===== src/rtl/dzf_pkg.sv =====
// Shared types, constants and the exponential table for the deadzone follower.
// Used by dzf_ctrl, dzf_datapath and deadzone_exponential_follower_core.
`timescale 1ns / 1ps
package dzf_pkg;

   localparam int POS_W      = 32;
   localparam int EXP_DEPTH  = 256;
   localparam int IDX_W      = $clog2(EXP_DEPTH);
   localparam int RATE_W     = 15;
   localparam int RADIUS_W   = 21;
   localparam int DT_W       = 16;
   localparam int CSR_IDX_W  = 3;
   localparam int CNT_W      = 5;

   localparam logic [30:0]         Q30_ONE       = 31'h4000_0000;
   localparam logic [RATE_W-1:0]   DEFAULT_RATE  = 15'd1280;
   localparam logic [RADIUS_W-1:0] RESET_RADIUS  = 21'd81920;
   localparam logic [POS_W-1:0]    RESET_MAX     = 32'd4096000;
   localparam logic [CNT_W-1:0]    SQRT_LAST     = 5'd31;
   localparam logic [CNT_W-1:0]    DIV_LAST      = 5'd29;

   typedef enum logic [CSR_IDX_W-1:0] {
      REG_RATE    = 3'd0,
      REG_RADIUS  = 3'd1,
      REG_CLAMP   = 3'd2,
      REG_MIN_X   = 3'd3,
      REG_MIN_Y   = 3'd4,
      REG_MAX_X   = 3'd5,
      REG_MAX_Y   = 3'd6,
      REG_UNUSED  = 3'd7
   } reg_index_type;

   typedef enum logic [3:0] {
      OP_NONE, OP_LOAD, OP_DIFF, OP_SQX, OP_SQY, OP_SQRT_INIT, OP_SQRT_STEP,
      OP_CHECK, OP_EXP_STEP, OP_MOVE, OP_DIV_INIT, OP_DIV_STEP, OP_STEPX,
      OP_STEPY, OP_UPDATE, OP_OUT
   } dp_op_type;

   typedef enum logic [3:0] {
      S_IDLE, S_DIFF, S_SQX, S_SQY, S_SQRT_INIT, S_SQRT, S_CHECK, S_BRANCH,
      S_EXP, S_MOVE, S_DIV_INIT, S_DIV, S_STEPX, S_STEPY, S_UPDATE, S_OUT
   } ctrl_state_type;

   typedef struct packed {
      dp_op_type op;
   } dp_cmd_type;

   typedef struct packed {
      logic exp_done;
      logic held;
      logic out_free;
   } dp_status_type;

   typedef struct packed {
      logic [RATE_W-1:0]       rate;
      logic [RADIUS_W-1:0]     radius;
      logic                    clamp;
      logic signed [POS_W-1:0] min_x;
      logic signed [POS_W-1:0] min_y;
      logic signed [POS_W-1:0] max_x;
      logic signed [POS_W-1:0] max_y;
   } cfg_type;

   typedef logic [30:0] exp_table_type [EXP_DEPTH];

   // Shift-and-subtract quotient, only evaluated while the table and E_ONE are built.
   function automatic longint unsigned udiv64(input longint unsigned num,
                                              input longint unsigned den);
      longint unsigned q;
      longint unsigned r;
      q = 0;
      r = 0;
      for (int b = 63; b >= 0; b--) begin
         r = {r[62:0], num[b]};
         if (r >= den) begin
            r    = r - den;
            q[b] = 1'b1;
         end
      end
      return q;
   endfunction

   // exp(-num/EXP_DEPTH) in Q1.30 from the alternating power series.
   function automatic logic [30:0] exp_entry(input int unsigned num);
      longint          sum;
      longint unsigned term;
      bit              done;
      sum  = longint'(Q30_ONE);
      term = longint'(Q30_ONE);
      done = 1'b0;
      for (int k = 1; k <= 24; k++) begin
         if (!done) begin
            term = udiv64(term * num, longint'(EXP_DEPTH) * k);
            if (term == 0) done = 1'b1;
            else if (k[0]) sum = sum - longint'(term);
            else sum = sum + longint'(term);
         end
      end
      if (sum < 0) sum = 0;
      if (sum > longint'(Q30_ONE)) sum = longint'(Q30_ONE);
      return 31'(sum);
   endfunction

   function automatic exp_table_type build_exp_table();
      exp_table_type t;
      for (int i = 0; i < EXP_DEPTH; i++) t[i] = exp_entry(i);
      return t;
   endfunction

   localparam exp_table_type EXP_TABLE = build_exp_table();
   localparam logic [30:0]   E_ONE     = exp_entry(EXP_DEPTH);

endpackage


===== src/rtl/dzf_ctrl.sv =====
// Sequencer for the follower: walks the datapath through distance, exponent,
// direction and update phases. Depends on dzf_pkg.
`timescale 1ns / 1ps
module dzf_ctrl
   import dzf_pkg::*;
(
   input  logic          clock,
   input  logic          reset,
   input  logic          req_tvalid,
   output logic          req_tready,
   input  dp_status_type status,
   output dp_cmd_type    cmd
);

   ctrl_state_type   state_ff, state_in;
   logic [CNT_W-1:0] cnt_ff, cnt_in;

   always_ff @(posedge clock) begin
      if (reset) begin
         state_ff <= S_IDLE;
         cnt_ff   <= '0;
      end else begin
         state_ff <= state_in;
         cnt_ff   <= cnt_in;
      end
   end

   always_comb begin
      state_in   = state_ff;
      cnt_in     = cnt_ff;
      cmd.op     = OP_NONE;
      req_tready = 1'b0;
      unique case (state_ff)
         S_IDLE: begin
            req_tready = 1'b1;
            if (req_tvalid) begin
               cmd.op   = OP_LOAD;
               state_in = S_DIFF;
            end
         end
         S_DIFF: begin
            cmd.op   = OP_DIFF;
            state_in = S_SQX;
         end
         S_SQX: begin
            cmd.op   = OP_SQX;
            state_in = S_SQY;
         end
         S_SQY: begin
            cmd.op   = OP_SQY;
            state_in = S_SQRT_INIT;
         end
         S_SQRT_INIT: begin
            cmd.op   = OP_SQRT_INIT;
            cnt_in   = SQRT_LAST;
            state_in = S_SQRT;
         end
         S_SQRT: begin
            cmd.op = OP_SQRT_STEP;
            if (cnt_ff == '0) state_in = S_CHECK;
            else cnt_in = cnt_ff - 1'b1;
         end
         S_CHECK: begin
            cmd.op   = OP_CHECK;
            state_in = S_BRANCH;
         end
         S_BRANCH: begin
            state_in = status.held ? S_OUT : S_EXP;
         end
         S_EXP: begin
            if (status.exp_done) state_in = S_MOVE;
            else cmd.op = OP_EXP_STEP;
         end
         S_MOVE: begin
            cmd.op   = OP_MOVE;
            state_in = S_DIV_INIT;
         end
         S_DIV_INIT: begin
            cmd.op   = OP_DIV_INIT;
            cnt_in   = DIV_LAST;
            state_in = S_DIV;
         end
         S_DIV: begin
            cmd.op = OP_DIV_STEP;
            if (cnt_ff == '0) state_in = S_STEPX;
            else cnt_in = cnt_ff - 1'b1;
         end
         S_STEPX: begin
            cmd.op   = OP_STEPX;
            state_in = S_STEPY;
         end
         S_STEPY: begin
            cmd.op   = OP_STEPY;
            state_in = S_UPDATE;
         end
         S_UPDATE: begin
            cmd.op   = OP_UPDATE;
            state_in = S_OUT;
         end
         S_OUT: begin
            if (status.out_free) begin
               cmd.op   = OP_OUT;
               state_in = S_IDLE;
            end
         end
         default: state_in = S_IDLE;
      endcase
   end

   property p_sqrt_count;
      @(posedge clock) disable iff (reset)
         (state_ff == S_SQRT_INIT) |=> (state_ff == S_SQRT && cnt_ff == SQRT_LAST);
   endproperty
   a_sqrt_count: assert property (p_sqrt_count) else $error("sqrt count not loaded");

   property p_out_blocked;
      @(posedge clock) disable iff (reset)
         (state_ff == S_OUT && !status.out_free) |=> (state_ff == S_OUT);
   endproperty
   a_out_blocked: assert property (p_out_blocked) else $error("result slot overrun");

   property p_exp_leave;
      @(posedge clock) disable iff (reset)
         (state_ff == S_EXP && status.exp_done) |=> (state_ff == S_MOVE);
   endproperty
   a_exp_leave: assert property (p_exp_leave) else $error("exponent loop did not exit");

endmodule


===== config.mk =====
export PLATFORM = sky130hd
export DESIGN_NAME = dzf_ctrl
export DESIGN_NICKNAME = d
export VERILOG_FILES = /design/src/rtl/dzf_pkg.sv /design/src/rtl/dzf_ctrl.sv
export SDC_FILE = /design/constraint.sdc
export NUM_CORES = 1
export LEC_CHECK = 0
export BUFFER_PORTS_ARGS = -buffer_cell sky130_fd_sc_hd__clkbuf_2
export CAP_MARGIN = 5
export CORE_MARGIN = 3
export CORE_UTILIZATION = 50
export DETAILED_ROUTE_END_ITERATION = 8
export PLACE_DENSITY = 0.68
export SETUP_SLACK_MARGIN = 0.05
export SYNTH_ARGS = -nofsm -noshare
export SYNTH_HDL_FRONTEND = slang
export SYNTH_SLANG_ARGS = --single-unit

===== constraint.sdc =====
create_clock -name clock -period 3.4 [get_ports clock]
set_clock_uncertainty 0.2 [all_clocks]
set_input_delay 0 -clock clock [delete_from_list [all_inputs] [get_ports clock]]
set_output_delay 0 -clock clock [all_outputs]
set_load 0.05 [all_outputs]

==> metrics.cfg, run 1 <==
[run_status]
outcome = finished clean

[synthesis]
yosysWarnings = 0
ys_seq_area_share_pct = 26.23
synth-edff-count = 0
synthesis.nets = 92
syn_inst = 85
avgSynthCellArea_um2 = 8.081
ys.flop_type = dfxtp_1
synthArstFlopShare_pct = 0
synth_cell_types = 40
ys_seq_elements = 9
synthesis.area_um2 = 686.9

[sta]
fin_crit_sh_pct = 64.63
setup_tns_ns = 0
fmax_mhz = 455.1
worst_pin_slew_ns = 0.6284
rsz0062_at_grt = false
setup-violations-final = 0
min_period_ns = 2.197
slew_headroom_pct = 58.05
slew_violations = 0
hold_viol = 0

[global_routing]
antenna_found_initial = 0
grt_overflow = 0
grt_max_degree = 22
grt.total_usage_pct = 18.24
grt_pass1_wl_mm = 2.642
grt_pass1_vias = 581

[pwr]
p_leak_uw = 0.0002863
ir_worst_vdd_uv = 291.3
power_per_cell_area_nw_per_um2 = 464.5

[floorplanning]
core_area_um2 = 1201
dieHeight_um = 43.07
rows = 12
die_w_um = 43.07
ios = 11
dieArea_um2 = 1855
start_util_pct = 57.19

[setup_path]
path_max_fanout = 21
critPathKind = register to output pin
cp-end-kind = output pin
worstPathArrival_ns = 2.00
crit_required_ns = 3.20
start_kind = register

[clocking]
cts_tree = built
h-tree-depth = 1
cts_setup_buffers = 0
numCtsBuffers = 3
cts_buffer_depth = 2
path_clk_slew_ns = 0.07
cts_root_buf = clkbuf_4
worstSkewPairLatency_ns = 0.26
cts.sinks = 9

[placed_design]
place_area_um2 = 701.9
numPortBuffers = 10
place_hpwl_mm = 1.014
gp_congestion = 0.7627

[layout]
fin_area_um2 = 758.2
area_delta_synth_final_pct = 10.38
final-seq-area_um2 = 180.2
n_fill_cell = 117
mostFrequentLayoutCells = clkbuf_2, dfxtp_1, a21oi_1, nand2_1, nor2_1
fin_nets = 103
multiInputGateArea_um2 = 439.2
drive_gt1_share_pct = 21.05
layout_commonest_cell = clkbuf_2
antenna_cells = 0

[route]
wl_per_cell_um = 13.28
first_pass_iters = 4
via_per_inst = 5.991
wirelength_mm = 1.448
vias = 653
first_iter_violations = 23
drtAntennaViolNets = 0
drc = 0

[hold_path]
min-delay-path-class = input pin to register

[flow_run]
max-cap-violations = 0

[sequential cells by signal, indices dropped and copies added (netlist names)]
name and flops:
state_ff 4, cnt_ff 5
[final timing paths]
kind	from	to	slack, ns	cells after the start
setup / recovery	state_ff[0]	cmd[2]	1.20	4
hold / removal	req_tvalid	state_ff[2]	0.09	4
setup reg to reg	state_ff[0]	state_ff[1]	1.35	4
hold reg to reg	cnt_ff[4]	cnt_ff[4]	0.30	2
[cell type report]
| type | count | area share, % |
|---|---|---|
| Multi-Input combinational cell | 65 | 57.92 |
| Sequential cell | 9 | 23.76 |
| Timing Repair Buffer | 13 | 10.56 |
| Clock buffer | 4 | 3.465 |
| Tap cell | 14 | 2.310 |
| Inverter | 4 | 1.980 |
[Yosys cell counts, drive strengths merged (2+ instances only)]
master	number	area [µm²]
inv	4	15.01
nand3	2	10.01
dfxtp	9	180.2
a21oi	8	40.04
a211oi	2	15.01
a221oi	2	17.52
a31oi	2	12.51
nor2	6	22.52
a22o	2	17.52
buf	3	30.03
clkbuf	4	22.52
nand2	7	26.28
o21ai	4	23.77
o31ai	2	15.01
nand4	2	12.51
nand2b	2	12.51
a31o	2	17.52
and2	2	12.52
nor3	5	25.02
[worst max-delay path, cell delays in order, from the launching register on]
cell,delay [ns]
dfxtp_1,0.72
and2_0,0.45
nand2_1,0.09
a22o_1,0.24
clkbuf_2,0.23
[report_power, final]
group	switching, µW	leakage, µW	internal, µW
sequential	23.7	0.0000732	113
combinational	81.1	0.000198	48.4
clock	40.4	0.0000150	45.4
total	145	0.000286	207
[what timing repair did]
item,in CTS,in global routing
hold buffers,3,0
resized for setup,0,0
endpoints found under the hold margin,9,0
[metal layers]
layer / track usage (%) / vias up / share of wire, %
met5: 0 / - / 0
li1: - / 340 / -
met1: 27.88 / 295 / 54
met3: 6.356 / 0 / 6.3
met4: 1.807 / 0 / 0
met2: 25.15 / 18 / 40
[kinds of logic (layout without fill, tap and decap cells)]
logic type,count (synthesis),count (layout),share of synthesized area (%)
and+or+nand+nor,35,35,29.15
adders and majority gates,1,1,1.821
buffers and inverters,11,21,9.835
DFF,9,9,26.23
AOI/OAI and AO/OA,29,29,32.97
[metrics by stage]
stage,utilization (%),hold WS (ns),instances,total power (µW),worst slack [ns]
after global routing,63.13,0.1273,109,373.9,1.027
final,63.13,0.08705,109,352.2,1.203
after detailed placement,58.44,0.1168,102,265.7,1.348
after global placement,58.44,0.1096,102,264.4,1.385
after floorplan,-,0.01288,85,247.4,1.018
after CTS,63.13,0.08600,109,352.9,1.198
(Power assumes the default switching activity.)
==> inputs of run 2 (changes only) <==
==> constraint.sdc (replaced) <==
create_clock -name clock -period 2.3 [get_ports clock]
set_clock_uncertainty 0.2 [all_clocks]
set_input_delay 0 -clock clock [delete_from_list [all_inputs] [get_ports clock]]
set_output_delay 0 -clock clock [all_outputs]
set_load 0.05 [all_outputs]
==> run 2 against run 1 <==
  * Sequential power rose by 38%
  * Flip-flop and latch count did not move
  * Final cell count rose by 0.92%
  * Global-route usage rose by 1.6 points
  * Sequential share of layout area fell by 0.42 points
  * Setup slack got worse by 0.95 ns
  * Final area rose by 1.8%
  * Clock power rose by 42%
  * Core utilization rose by 1.1 points
==> metrics.cfg, run 2 (synthesis results as in run 1) <==
[run_status]
outcome = finished clean

[route]
drtAntennaViolNets = 0
via_per_inst = 6.300
wl_per_cell_um = 14.28
wirelength_mm = 1.571
vias = 693
first_pass_iters = 4
first_iter_violations = 30
drc = 0

[floorplanning]
dieHeight_um = 43.07
start_util_pct = 57.19
die_w_um = 43.07
ios = 11
dieArea_um2 = 1855
rows = 12
core_area_um2 = 1201

[clocking]
path_clk_slew_ns = 0.07
cts_buffer_depth = 2
cts_root_buf = clkbuf_4
numCtsBuffers = 3
cts.sinks = 9
cts_tree = built
worstSkewPairLatency_ns = 0.26
h-tree-depth = 1

[sta]
hold_viol = 0
setup-violations-final = 0
slew_violations = 0
setup_slack_ns = 0.2561
fmax_mhz = 489.3
worst_pin_slew_ns = 0.5918
slew_headroom_pct = 59.99
min_period_ns = 2.044
rsz0062_at_grt = false
setup_tns_ns = 0
fin_crit_sh_pct = 88.87

[global_routing]
grt_pass1_wl_mm = 2.780
grt_overflow = 0
antenna_found_initial = 0
grt_pass1_vias = 593
grt_max_degree = 21
grt.total_usage_pct = 19.86

[layout]
largest_reg_flops = 5
drive_gt1_share_pct = 22.92
regMostFlops = cnt_ff
largestRegisters = cnt_ff (5), state_ff (4)
antenna_cells = 0
multiInputGateArea_um2 = 445.4
mostFrequentLayoutCells = clkbuf_2, dfxtp_1, a21oi_1, nand2_1, nor2_1
final-seq-area_um2 = 180.2
layoutNonFillerInstCount = 110
n_fill_cell = 106
fin_nets = 104
area_delta_synth_final_pct = 12.39
layout_commonest_cell = clkbuf_2

[pwr]
p_int_uw = 311.6
p_comb_share_pct = 40.9
switching_power_uw = 215.0
seqPwrFrac_pct = 35.9
p_leak_uw = 0.0002935
power_per_cell_area_nw_per_um2 = 682.0
netSwitchingFraction_pct = 40.83
p_clk_share_pct = 23.2
p_total_uw = 526.5
ir_worst_vdd_uv = 432.0

[placed_design]
dp.cells = 103
numPortBuffers = 10
gp_congestion = 0.8127
place_hpwl_mm = 1.016
pre_cts_slack_ns = 0.2869

[flow_run]
max-cap-violations = 0

[setup_path]
path_max_fanout = 15
start_kind = register
worstPathArrival_ns = 1.84
critPathKind = register to output pin
cp-end-kind = output pin
crit_required_ns = 2.10

[hold_path]
min-delay-path-class = input pin to register

## run 2: changes by cell type in the layout (fill, tap and decap cells not counted), sizes merged
cell	previous run	this run
buf	0	1
## run 2: power groups by stage
stage | clock, µW | combinational (µW) | sequential (µW)
after floorplan | 0 | 189 | 180
after global placement | 0 | 207 | 192
after detailed placement | 0 | 209 | 192
after CTS | 127 | 214 | 189
after global routing | 136 | 235 | 193
final | 122 | 215 | 189
## run 2: worst paths after layout
kind | startpoint | end | slack, ns | cells after the start
max | state_ff[1] | cmd[2] | 0.26 | 4
min | req_tvalid | state_ff[2] | 0.13 | 4
max reg2reg | state_ff[2] | cnt_ff[3] | 0.37 | 4
min reg2reg | cnt_ff[4] | cnt_ff[4] | 0.29 | 2
## run 2: what timing repair did
item / in CTS / in global routing
resized for setup: 0 / 1
setup endpoints to repair: 0 / 4
buffers inserted: 0 / 0
hold endpoints to repair: 9 / 0
hold buffers: 3 / 0
## run 2: critical path: stages, from the launching register on
cell	delay, ns
dfxtp_1	0.63
and2_1	0.41
nand2_1	0.08
a22o_1	0.23
clkbuf_2	0.23
## run 2: area by class of cell
cell class	instances	area share (%)
sequential	9	23.34
multi-input combinational	65	57.70
tap	14	2.269
inverter	4	1.945
timing repair buffer	14	11.35
clock buffer	4	3.404
## run 2: metrics by stage
stage	util (%)	hold slack (ns)	cell area, µm²
2_1_floorplan	-	0.01288	693.2
5_1_grt	64.27	0.1699	772.0
6_report	64.27	0.1263	772.0
4_1_cts	64.27	0.1136	772.0
3_5_place_dp	59.58	0.1135	715.7
3_3_place_gp	59.58	0.1070	715.7
## run 2: layer usage
layer | up-vias | wire [µm] | part of all wire [%] | GRT usage, %
met5 | - | 0 | 0 | 0
met4 | 0 | 7 | 0.45 | 3.012
met3 | 2 | 120 | 7.6 | 7.627
met2 | 30 | 716 | 46 | 29.04
met1 | 315 | 727 | 46 | 28.06
li1 | 346 | - | - | -
